--- src/design/running_min_max_mean_assert.svh ---
// Assertion macros used by the running_min_max_mean controller (rmm_ctrl).
`ifndef RUNNING_MIN_MAX_MEAN_ASSERT_SVH
`define RUNNING_MIN_MAX_MEAN_ASSERT_SVH

// Same-cycle implication, checked out of reset.
`define RMM_ASSERT_NOW(lbl, clk, rst_n, ante, cons) \
    lbl: assert property (@(posedge clk) disable iff (!(rst_n)) (ante) |-> (cons)) \
        else $error("running_min_max_mean: same-cycle check failed");

// Next-cycle implication, checked out of reset.
`define RMM_ASSERT_NEXT(lbl, clk, rst_n, ante, cons) \
    lbl: assert property (@(posedge clk) disable iff (!(rst_n)) (ante) |=> (cons)) \
        else $error("running_min_max_mean: next-cycle check failed");

`endif

--- src/design/rmm_pkg.sv ---
`default_nettype none

package rmm_pkg;

    localparam int SAMPLE_W   = 32;
    localparam int SUM_OUT_W  = 39;
    localparam int CNT_OUT_W  = 8;
    localparam int TDATA_W    = 144;   // 143 payload bits padded to whole bytes
    localparam int TDATA_PAD  = TDATA_W - 3 * SAMPLE_W - SUM_OUT_W - CNT_OUT_W;

    typedef enum logic [1:0] {
        ST_ACCUM,
        ST_START,
        ST_DIVIDE,
        ST_LOAD
    } state_t;

    typedef struct packed {
        logic accept;     // sample transaction taken this cycle
        logic start_div;  // launch mean division on the final sum/count
        logic load_out;   // capture result into output register, clear set
    } cmd_t;

    typedef struct packed {
        logic div_done;   // quotient valid this cycle
    } status_t;

endpackage

`default_nettype wire

--- src/design/rmm_divider.sv ---
`default_nettype none

// Restoring divider, one quotient bit per cycle.
module rmm_divider #(
    parameter int DIVIDEND_W = 39,
    parameter int DIVISOR_W  = 8
) (
    input  wire logic                  aclk,
    input  wire logic                  aresetn,
    input  wire logic                  start,
    input  wire logic [DIVIDEND_W-1:0] dividend,
    input  wire logic [DIVISOR_W-1:0]  divisor,
    output logic      [DIVIDEND_W-1:0] quotient,
    output logic                       done
);

    localparam int STEP_W = $clog2(DIVIDEND_W + 1);

    logic                  busy_reg, busy_next;
    logic                  done_reg, done_next;
    logic [STEP_W-1:0]     step_reg, step_next;
    logic [DIVIDEND_W-1:0] quo_reg, quo_next;
    logic [DIVISOR_W-1:0]  rem_reg, rem_next;
    logic [DIVISOR_W:0]    trial;
    logic [DIVISOR_W:0]    diff;

    assign trial = {rem_reg, quo_reg[DIVIDEND_W-1]};
    assign diff  = trial - {1'b0, divisor};

    always_comb begin
        busy_next = busy_reg;
        done_next = 1'b0;
        step_next = step_reg;
        quo_next  = quo_reg;
        rem_next  = rem_reg;
        if (start) begin
            busy_next = 1'b1;
            step_next = STEP_W'(DIVIDEND_W);
            quo_next  = dividend;
            rem_next  = '0;
        end else if (busy_reg) begin
            if (trial >= {1'b0, divisor}) begin
                rem_next = diff[DIVISOR_W-1:0];
                quo_next = {quo_reg[DIVIDEND_W-2:0], 1'b1};
            end else begin
                rem_next = trial[DIVISOR_W-1:0];
                quo_next = {quo_reg[DIVIDEND_W-2:0], 1'b0};
            end
            step_next = step_reg - 1'b1;
            if (step_reg == STEP_W'(1)) begin
                busy_next = 1'b0;
                done_next = 1'b1;
            end
        end
    end

    always_ff @(posedge aclk) begin
        if (!aresetn) begin
            busy_reg <= 1'b0;
            done_reg <= 1'b0;
            step_reg <= '0;
        end else begin
            busy_reg <= busy_next;
            done_reg <= done_next;
            step_reg <= step_next;
        end
        quo_reg <= quo_next;
        rem_reg <= rem_next;
    end

    assign quotient = quo_reg;
    assign done     = done_reg;

endmodule

`default_nettype wire

--- src/design/rmm_datapath.sv ---
`default_nettype none

module rmm_datapath #(
    parameter int MAX_ITEMS = 128
) (
    input  wire logic                                aclk,
    input  wire logic                                aresetn,
    input  wire rmm_pkg::cmd_t                       cmd,
    output rmm_pkg::status_t                         status,
    input  wire logic signed [rmm_pkg::SAMPLE_W-1:0] sample,
    output logic signed [rmm_pkg::SAMPLE_W-1:0]      max_value,
    output logic signed [rmm_pkg::SAMPLE_W-1:0]      min_value,
    output logic signed [rmm_pkg::SAMPLE_W-1:0]      mean_value,
    output logic signed [rmm_pkg::SUM_OUT_W-1:0]     sum_value,
    output logic [rmm_pkg::CNT_OUT_W-1:0]            item_count,
    output logic                                     overflow_flag
);

    localparam int CNT_W = $clog2(MAX_ITEMS + 1);
    localparam int SUM_W = rmm_pkg::SAMPLE_W + $clog2(MAX_ITEMS);

    logic signed [rmm_pkg::SAMPLE_W-1:0]  max_reg, max_next;
    logic signed [rmm_pkg::SAMPLE_W-1:0]  min_reg, min_next;
    logic signed [SUM_W-1:0]              sum_reg, sum_next;
    logic [CNT_W-1:0]                     count_reg, count_next;
    logic                                 drop_reg, drop_next;

    logic signed [rmm_pkg::SAMPLE_W-1:0]  max_out_reg, min_out_reg, mean_out_reg;
    logic signed [rmm_pkg::SUM_OUT_W-1:0] sum_out_reg;
    logic [rmm_pkg::CNT_OUT_W-1:0]        count_out_reg;
    logic                                 drop_out_reg;

    logic                                 sum_neg;
    logic [SUM_W-1:0]                     sum_mag;
    logic [SUM_W-1:0]                     quotient;
    logic [rmm_pkg::SAMPLE_W-1:0]         quo_low;
    logic signed [rmm_pkg::SAMPLE_W-1:0]  mean;
    logic                                 div_done;

    // Divide magnitudes, then restore the sign: truncation toward zero.
    assign sum_neg = sum_reg[SUM_W-1];
    assign sum_mag = sum_neg ? SUM_W'(-sum_reg) : SUM_W'(sum_reg);

    rmm_divider #(
        .DIVIDEND_W (SUM_W),
        .DIVISOR_W  (CNT_W)
    ) u_divider (
        .aclk     (aclk),
        .aresetn  (aresetn),
        .start    (cmd.start_div),
        .dividend (sum_mag),
        .divisor  (count_reg),
        .quotient (quotient),
        .done     (div_done)
    );

    assign quo_low = quotient[rmm_pkg::SAMPLE_W-1:0];
    assign mean    = sum_neg ? $signed(-quo_low) : $signed(quo_low);

    always_comb begin
        max_next   = max_reg;
        min_next   = min_reg;
        sum_next   = sum_reg;
        count_next = count_reg;
        drop_next  = drop_reg;
        if (cmd.load_out) begin
            sum_next   = '0;
            count_next = '0;
            drop_next  = 1'b0;
        end else if (cmd.accept) begin
            if (count_reg < CNT_W'(MAX_ITEMS)) begin
                if (count_reg == '0) begin
                    max_next = sample;
                    min_next = sample;
                end else begin
                    if (sample > max_reg) max_next = sample;
                    if (sample < min_reg) min_next = sample;
                end
                sum_next   = sum_reg + SUM_W'(sample);
                count_next = count_reg + 1'b1;
            end else begin
                drop_next = 1'b1;
            end
        end
    end

    always_ff @(posedge aclk) begin
        if (!aresetn) begin
            sum_reg   <= '0;
            count_reg <= '0;
            drop_reg  <= 1'b0;
        end else begin
            sum_reg   <= sum_next;
            count_reg <= count_next;
            drop_reg  <= drop_next;
        end
        max_reg <= max_next;
        min_reg <= min_next;
    end

    always_ff @(posedge aclk) begin
        if (cmd.load_out) begin
            max_out_reg   <= max_reg;
            min_out_reg   <= min_reg;
            mean_out_reg  <= mean;
            sum_out_reg   <= rmm_pkg::SUM_OUT_W'(sum_reg);
            count_out_reg <= rmm_pkg::CNT_OUT_W'(count_reg);
            drop_out_reg  <= drop_reg;
        end
    end

    assign status.div_done = div_done;
    assign max_value       = max_out_reg;
    assign min_value       = min_out_reg;
    assign mean_value      = mean_out_reg;
    assign sum_value       = sum_out_reg;
    assign item_count      = count_out_reg;
    assign overflow_flag   = drop_out_reg;

endmodule

`default_nettype wire

--- src/design/rmm_ctrl.sv ---
`default_nettype none

`include "running_min_max_mean_assert.svh"

module rmm_ctrl (
    input  wire logic             aclk,
    input  wire logic             aresetn,
    input  wire logic             s_tvalid,
    input  wire logic             s_tlast,
    output logic                  s_tready,
    output logic                  m_tvalid,
    input  wire logic             m_tready,
    output rmm_pkg::cmd_t         cmd,
    input  wire rmm_pkg::status_t status
);

    rmm_pkg::state_t state_reg, state_next;
    logic            out_valid_reg, out_valid_next;
    logic            out_free;
    logic            take;

    assign out_free = !out_valid_reg || m_tready;
    assign take     = s_tvalid && (state_reg == rmm_pkg::ST_ACCUM);

    // next state
    always_comb begin
        state_next = state_reg;
        case (state_reg)
            rmm_pkg::ST_ACCUM: begin
                if (take && s_tlast) state_next = rmm_pkg::ST_START;
            end
            rmm_pkg::ST_START: begin
                state_next = rmm_pkg::ST_DIVIDE;
            end
            rmm_pkg::ST_DIVIDE: begin
                if (status.div_done) state_next = rmm_pkg::ST_LOAD;
            end
            rmm_pkg::ST_LOAD: begin
                if (out_free) state_next = rmm_pkg::ST_ACCUM;
            end
            default: begin
                state_next = rmm_pkg::ST_ACCUM;
            end
        endcase
    end

    // outputs
    always_comb begin
        cmd       = '0;
        s_tready  = 1'b0;
        case (state_reg)
            rmm_pkg::ST_ACCUM: begin
                s_tready   = 1'b1;
                cmd.accept = s_tvalid;
            end
            rmm_pkg::ST_START: begin
                cmd.start_div = 1'b1;
            end
            rmm_pkg::ST_DIVIDE: begin
                cmd = '0;
            end
            rmm_pkg::ST_LOAD: begin
                cmd.load_out = out_free;
            end
            default: begin
                cmd = '0;
            end
        endcase
    end

    always_comb begin
        out_valid_next = out_valid_reg;
        if (cmd.load_out)   out_valid_next = 1'b1;
        else if (m_tready)  out_valid_next = 1'b0;
    end

    always_ff @(posedge aclk) begin
        if (!aresetn) begin
            state_reg     <= rmm_pkg::ST_ACCUM;
            out_valid_reg <= 1'b0;
        end else begin
            state_reg     <= state_next;
            out_valid_reg <= out_valid_next;
        end
    end

    assign m_tvalid = out_valid_reg;

    `RMM_ASSERT_NOW(a_load_needs_free_slot, aclk, aresetn, cmd.load_out, out_free)
    `RMM_ASSERT_NEXT(a_last_starts_divide, aclk, aresetn, take && s_tlast, cmd.start_div)
    `RMM_ASSERT_NOW(a_done_only_when_dividing, aclk, aresetn, status.div_done,
                    state_reg == rmm_pkg::ST_DIVIDE)
    `RMM_ASSERT_NEXT(a_load_shows_result, aclk, aresetn, cmd.load_out,
                     m_tvalid && s_tready)

endmodule

`default_nettype wire

--- src/design/running_min_max_mean.sv ---
// Running min / max / sum / mean over sets of signed 32-bit samples. One sample
// transaction is taken per clock while a set is being collected; s_tlast marks the
// last sample of a set. On that sample the block divides the exact sum by the count
// in a bit-serial divider (one quotient bit per clock over the 32+log2(MAX_ITEMS)
// bit sum), so after a marked sample s_tready stays low while the division runs
// and its result is loaded, before the next set may start, and longer while the
// previous result still waits in the output register, since the new result is
// loaded only once that one is taken. The result then sits in the output register
// until taken, and the next set is collected meanwhile. Samples beyond MAX_ITEMS in
// one set are dropped and flagged in m_tuser; a marked dropped sample still closes
// the set. The mean is truncated toward zero. With MAX_ITEMS above 128 the count
// and sum fields carry the low 8 and 39 bits.
`default_nettype none

module running_min_max_mean #(
    parameter int MAX_ITEMS = 128
) (
    input  wire logic                         aclk,
    input  wire logic                         aresetn,
    // sample stream
    input  wire logic                         s_tvalid,
    output logic                              s_tready,
    input  wire logic [rmm_pkg::SAMPLE_W-1:0] s_tdata,   // [31:0] sample
    input  wire logic                         s_tlast,   // last sample of the set
    // result stream
    output logic                              m_tvalid,
    input  wire logic                         m_tready,
    // [31:0] max_value, [63:32] min_value, [95:64] mean_value,
    // [134:96] sum_value, [142:135] item_count, [143] zero
    output logic [rmm_pkg::TDATA_W-1:0]       m_tdata,
    output logic [0:0]                        m_tuser    // [0] overflow_flag
);

    rmm_pkg::cmd_t    cmd;
    rmm_pkg::status_t status;

    logic signed [rmm_pkg::SAMPLE_W-1:0]  max_value;
    logic signed [rmm_pkg::SAMPLE_W-1:0]  min_value;
    logic signed [rmm_pkg::SAMPLE_W-1:0]  mean_value;
    logic signed [rmm_pkg::SUM_OUT_W-1:0] sum_value;
    logic [rmm_pkg::CNT_OUT_W-1:0]        item_count;
    logic                                 overflow_flag;

    // Controller: sequences collect / divide / load and owns the output valid.
    rmm_ctrl u_ctrl (
        .aclk     (aclk),
        .aresetn  (aresetn),
        .s_tvalid (s_tvalid),
        .s_tlast  (s_tlast),
        .s_tready (s_tready),
        .m_tvalid (m_tvalid),
        .m_tready (m_tready),
        .cmd      (cmd),
        .status   (status)
    );

    // Datapath: running statistics, divider and result register.
    rmm_datapath #(
        .MAX_ITEMS (MAX_ITEMS)
    ) u_datapath (
        .aclk          (aclk),
        .aresetn       (aresetn),
        .cmd           (cmd),
        .status        (status),
        .sample        ($signed(s_tdata)),
        .max_value     (max_value),
        .min_value     (min_value),
        .mean_value    (mean_value),
        .sum_value     (sum_value),
        .item_count    (item_count),
        .overflow_flag (overflow_flag)
    );

    assign m_tdata = {{rmm_pkg::TDATA_PAD{1'b0}}, item_count, sum_value,
                      mean_value, min_value, max_value};
    assign m_tuser = overflow_flag;

endmodule

`default_nettype wire

--- config.mk ---
export PLATFORM = sky130hd
export DESIGN_NAME = running_min_max_mean
export DESIGN_NICKNAME = d
export VERILOG_FILES = /design/src/design/rmm_pkg.sv /design/src/design/rmm_divider.sv /design/src/design/rmm_datapath.sv /design/src/design/rmm_ctrl.sv /design/src/design/running_min_max_mean.sv
export VERILOG_INCLUDE_DIRS = /design/src /design/src/design
export SDC_FILE = /design/constraint.sdc
export NUM_CORES = 1
export LEC_CHECK = 0
export BUFFER_PORTS_ARGS = -buffer_cell sky130_fd_sc_hd__clkbuf_2
export CAP_MARGIN = 25
export CORE_ASPECT_RATIO = 1.25
export CORE_MARGIN = 3
export CORE_UTILIZATION = 30
export CTS_CLUSTER_DIAMETER = 50
export DETAILED_ROUTE_END_ITERATION = 10
export PLACE_DENSITY = 0.49
export SYNTH_ARGS = -nofsm -noshare
export SYNTH_HDL_FRONTEND = slang
export SYNTH_SLANG_ARGS = --single-unit
--- constraint.sdc ---
create_clock -name aclk -period 5.43 [get_ports aclk]
set_input_delay 0 -clock aclk [delete_from_list [all_inputs] [get_ports aclk]]
set_output_delay 0 -clock aclk [all_outputs]
set_load 0.1 [all_outputs]
==> load_flow_metrics.sql <==
INSERT INTO impl_metrics (metric_group, metric, value, unit) VALUES
('synthesis', 'ys_ff_latch', '314', ''),
('routing', 'wl', '42340', 'um'),
('sta', 'final_period_minus_worst_setup_slack', '3.522', 'ns'),
('critical_path', 'timing.critical_path.slowest_cell_delay', '0.64', 'ns'),
('worst_hold_path', 'hold_class', 'input pin to register', ''),
('synthesis', 'area_fraction_in_compound_gates_after_synthesis', '13.65', '%'),
('finish', 'antennaDiodeCount', '0', ''),
('sta', 'final.setup_skew', '0.01813', 'ns'),
('clock_tree', 'clockBufferDepth', '3', ''),
('synthesis', 'proportion_of_netlist_area_held_by_the_largest_area_contributor', '46.90', '%'),
('floorplan', 'die_h', '262.7', 'um'),
('placement', 'portBuffers', '182', ''),
('synthesis', 'synth.yosys.warnings', '0', ''),
('routing', 'met3_length', '1588', 'um'),
('global_route', 'number_of_global_route_vias_before_repair', '11650', ''),
('routing', 'via_per_inst', '4.939', ''),
('floorplan', 'core_area', '51780', 'sq um'),
('finish', 'areaGrowthSynthToFinish', '21.67', '%'),
('finish', 'final_cells', '2330', ''),
('critical_path', 'slowest_stage_cell_crit_path', 'sky130_fd_sc_hd__a211oi_1', ''),
('synthesis', 'synth.yosys.seq_area_share', '55.38', '%'),
('routing', 'number_of_design_rule_violations_left_by_the_first_detailed_router_iteration', '523', ''),
('clock_tree', 'clock-root-buffer', 'sky130_fd_sc_hd__clkbuf_16', ''),
('routing', 'detail-route-antenna-nets', '0', ''),
('synthesis', 'synth_flop_cell', 'sky130_fd_sc_hd__edfxtp_1', ''),
('status', 'run_status', 'finished, final reports clean', ''),
('global_route', 'globalRoute.totalOverflow', '0', ''),
('synthesis', 'synth-xor-area-share', '6.036', '%'),
('critical_path', 'critical_path.n_buffers_inverters', '0', ''),
('synthesis', 'post_synth_and_or_nand_nor_area_fraction', '11.06', '%'),
('critical_path', 'crit_chain', 'ha_1, fa_1, a211oi_1, nor2_1, o31a_1, a211oi_1, o22a_1, o221ai_1, o32ai_1, xor2_1, o21ai_0', ''),
('critical_path', 'cpLargestDelayFamily', 'compound AO/OA/AOI/OAI gates', ''),
('critical_path', 'max_fo_critical_path', '6', ''),
('sta', 'totalNegativeSetupSlack', '0', 'ns'),
('sta', 'timing.final.crit_share', '64.86', '%'),
('routing', 'drt-met1-wl', '17900', 'um'),
('routing', 'routed.top_layer', 'met4', ''),
('job', 'max_cap_violations', '0', ''),
('floorplan', 'dieWidth', '211.4', 'um'),
('floorplan', 'ios', '184', ''),
('critical_path', 'worst_ep_arrival_time', '3.94', 'ns'),
('routing', 'route.met2.wl', '21700', 'um'),
('sta', 'grt_setup_unrepaired', 'false', ''),
('placement', 'routabilityCongestion', '0.8656', ''),
('critical_path', 'critical-path-top-cell-by-count', 'sky130_fd_sc_hd__a211oi_1', ''),
('floorplan', 'floorplan.rows', '93', ''),
('synthesis', 'synth_commonest_cells', '247 x sky130_fd_sc_hd__edfxtp_1, 124 x sky130_fd_sc_hd__a21oi_1, 119 x sky130_fd_sc_hd__ha_1', ''),
('synthesis', 'synthesis.instances', '1409', ''),
('placement', 'place.detailed.instances', '2215', ''),
('sta', 'hold_viol', '0', ''),
('clock_tree', 'tritoncts_clock_tree', 'yes', ''),
('synthesis', 'dominant_combinational_cell_family_by_area_after_synthesis', 'compound AO/OA/AOI/OAI gates', ''),
('clock_tree', 'insertion_delay', '0.55', 'ns'),
('floorplan', 'total_die_area', '55530', 'sq um'),
('critical_path', 'required', '5.85', 'ns'),
('synthesis', 'synthesis.area_per_instance', '11.22', 'sq um'),
('sta', 'fmax', '0.2839', 'GHz'),
('finish', 'post_route_cells_drive_above_1_share', '16.76', '%'),
('routing', 'routedWlPerCell', '18.17', 'um'),
('synthesis', 'yosys-top-cells-area', 'sky130_fd_sc_hd__edfxtp_1 47%, sky130_fd_sc_hd__ha_1 9.4%, sky130_fd_sc_hd__dfxtp_1 8.5%', ''),
('synthesis', 'synth.distinct_cells', '64', ''),
('sta', 'final.hold.worst_slack', '0.2856', 'ns'),
('routing', 'routed-via-count', '11510', ''),
('global_route', 'track_usage', '15.07', '%'),
('synthesis', 'synth_top_area_cell', 'sky130_fd_sc_hd__edfxtp_1', ''),
('synthesis', 'ys_async_sr_fraction', '0', '%'),
('synthesis', 'cell_with_the_most_instances_after_synthesis', 'sky130_fd_sc_hd__edfxtp_1', ''),
('power_and_ir_drop', 'ir_worst_vdd', '0.3305', 'mV'),
('finish', 'multi_input_area', '6515', 'sq um'),
('routing', 'drc', '0', ''),
('routing', 'drt_first_pass_iters', '5', '');
==> metal layers <==
layer  global-route usage, %  vias to the layer above
met5                       0                        -
met4                   4.835                        0
met3                   2.472                       68
met2                   27.07                      230
met1                   18.33                     5583
li1                        -                     5626
==> cell families after synthesis <==
group	Yosys count
compound gates	340
xor+xnor	109
fa+ha+maj	121
buf+inv	151
flops	314
mux	9
other cells	1
simple gates	364
==> repair_timing <==
item / in CTS / in global routing
endpoints found under the hold margin: 77 / 0
hold buffers: 38 / 0
buffers inserted: 0 / 0
==> layout make-up <==
cell class,instances,share of cell area (%)
sequential,314,45.52
multi-input combinational,944,33.86
timing repair buffer,229,7.166
clock buffer,50,5.781
tap,665,4.324
inverter,101,1.996
clock inverter,27,1.352
==> stage by stage <==
step	instance area [sq um]	utilization (%)	setup slack [ns]
3_3_place_gp	17460	33.72	1.889
6_report	19240	37.16	1.908
2_1_floorplan	15820	-	0.4043
4_1_cts	19240	37.16	1.924
5_1_grt	19240	37.16	1.648
3_5_place_dp	17490	33.78	1.936
==> placed cells by master (no fill, tap or decap), drive strengths merged, types with 3 or more instances in the layout <==
| cell | instances |
|---|---|
| xnor2 | 60 |
| nor2b | 14 |
| ha | 119 |
| nor2 | 97 |
| or3 | 5 |
| a211oi | 23 |
| mux2i | 8 |
| dlygate4sd3 | 38 |
| o21bai | 7 |
| nand4 | 28 |
| edfxtp | 247 |
| and3 | 7 |
| nor3 | 17 |
| nand3 | 31 |
| o21a | 14 |
| clkbuf | 232 |
| a211o | 5 |
| inv | 110 |
| a21boi | 3 |
| bufinv | 4 |
| o31a | 3 |
| nand2b | 12 |
| o31ai | 22 |
| or4 | 11 |
| a21oi | 124 |
| o41ai | 11 |
| or2 | 5 |
| and2 | 4 |
| xor2 | 49 |
| clkinv | 14 |
| buf | 9 |
| o211ai | 7 |
| a221o | 3 |
| a21o | 38 |
| dfxtp | 67 |
| nand2 | 108 |
| a31o | 4 |
| nor4 | 19 |
| o21ai | 59 |
==> power by group <==
part	switching, uW	internal, uW	leakage [uW]
Sequential	679	3470	0.00283
Combinational	2480	1380	0.00414
Clock	1070	1670	0.000681
==> worst register-to-register path, delay by kind of cell, from the launching register on <==
family          cells  cell delay (ns)
fa+ha+maj           2             0.67
xor+xnor            1             0.16
simple gates        1             0.11
flops               1             0.35
compound gates      7             2.12
==> final timing paths <==
path | start | end | slack [ns] | depth (start not counted)
setup / recovery | u_datapath.sum_reg[0] | u_datapath.sum_reg[36] | 1.91 | 11
hold / removal | s_tdata[0] | u_datapath.min_reg[0] | 0.29 | 2
setup reg to reg | u_datapath.sum_reg[0] | u_datapath.sum_reg[36] | 1.91 | 11
hold reg to reg | u_datapath.drop_reg | u_datapath.overflow_flag | 0.44 | 0
Power figures use the tool's default switching activity.
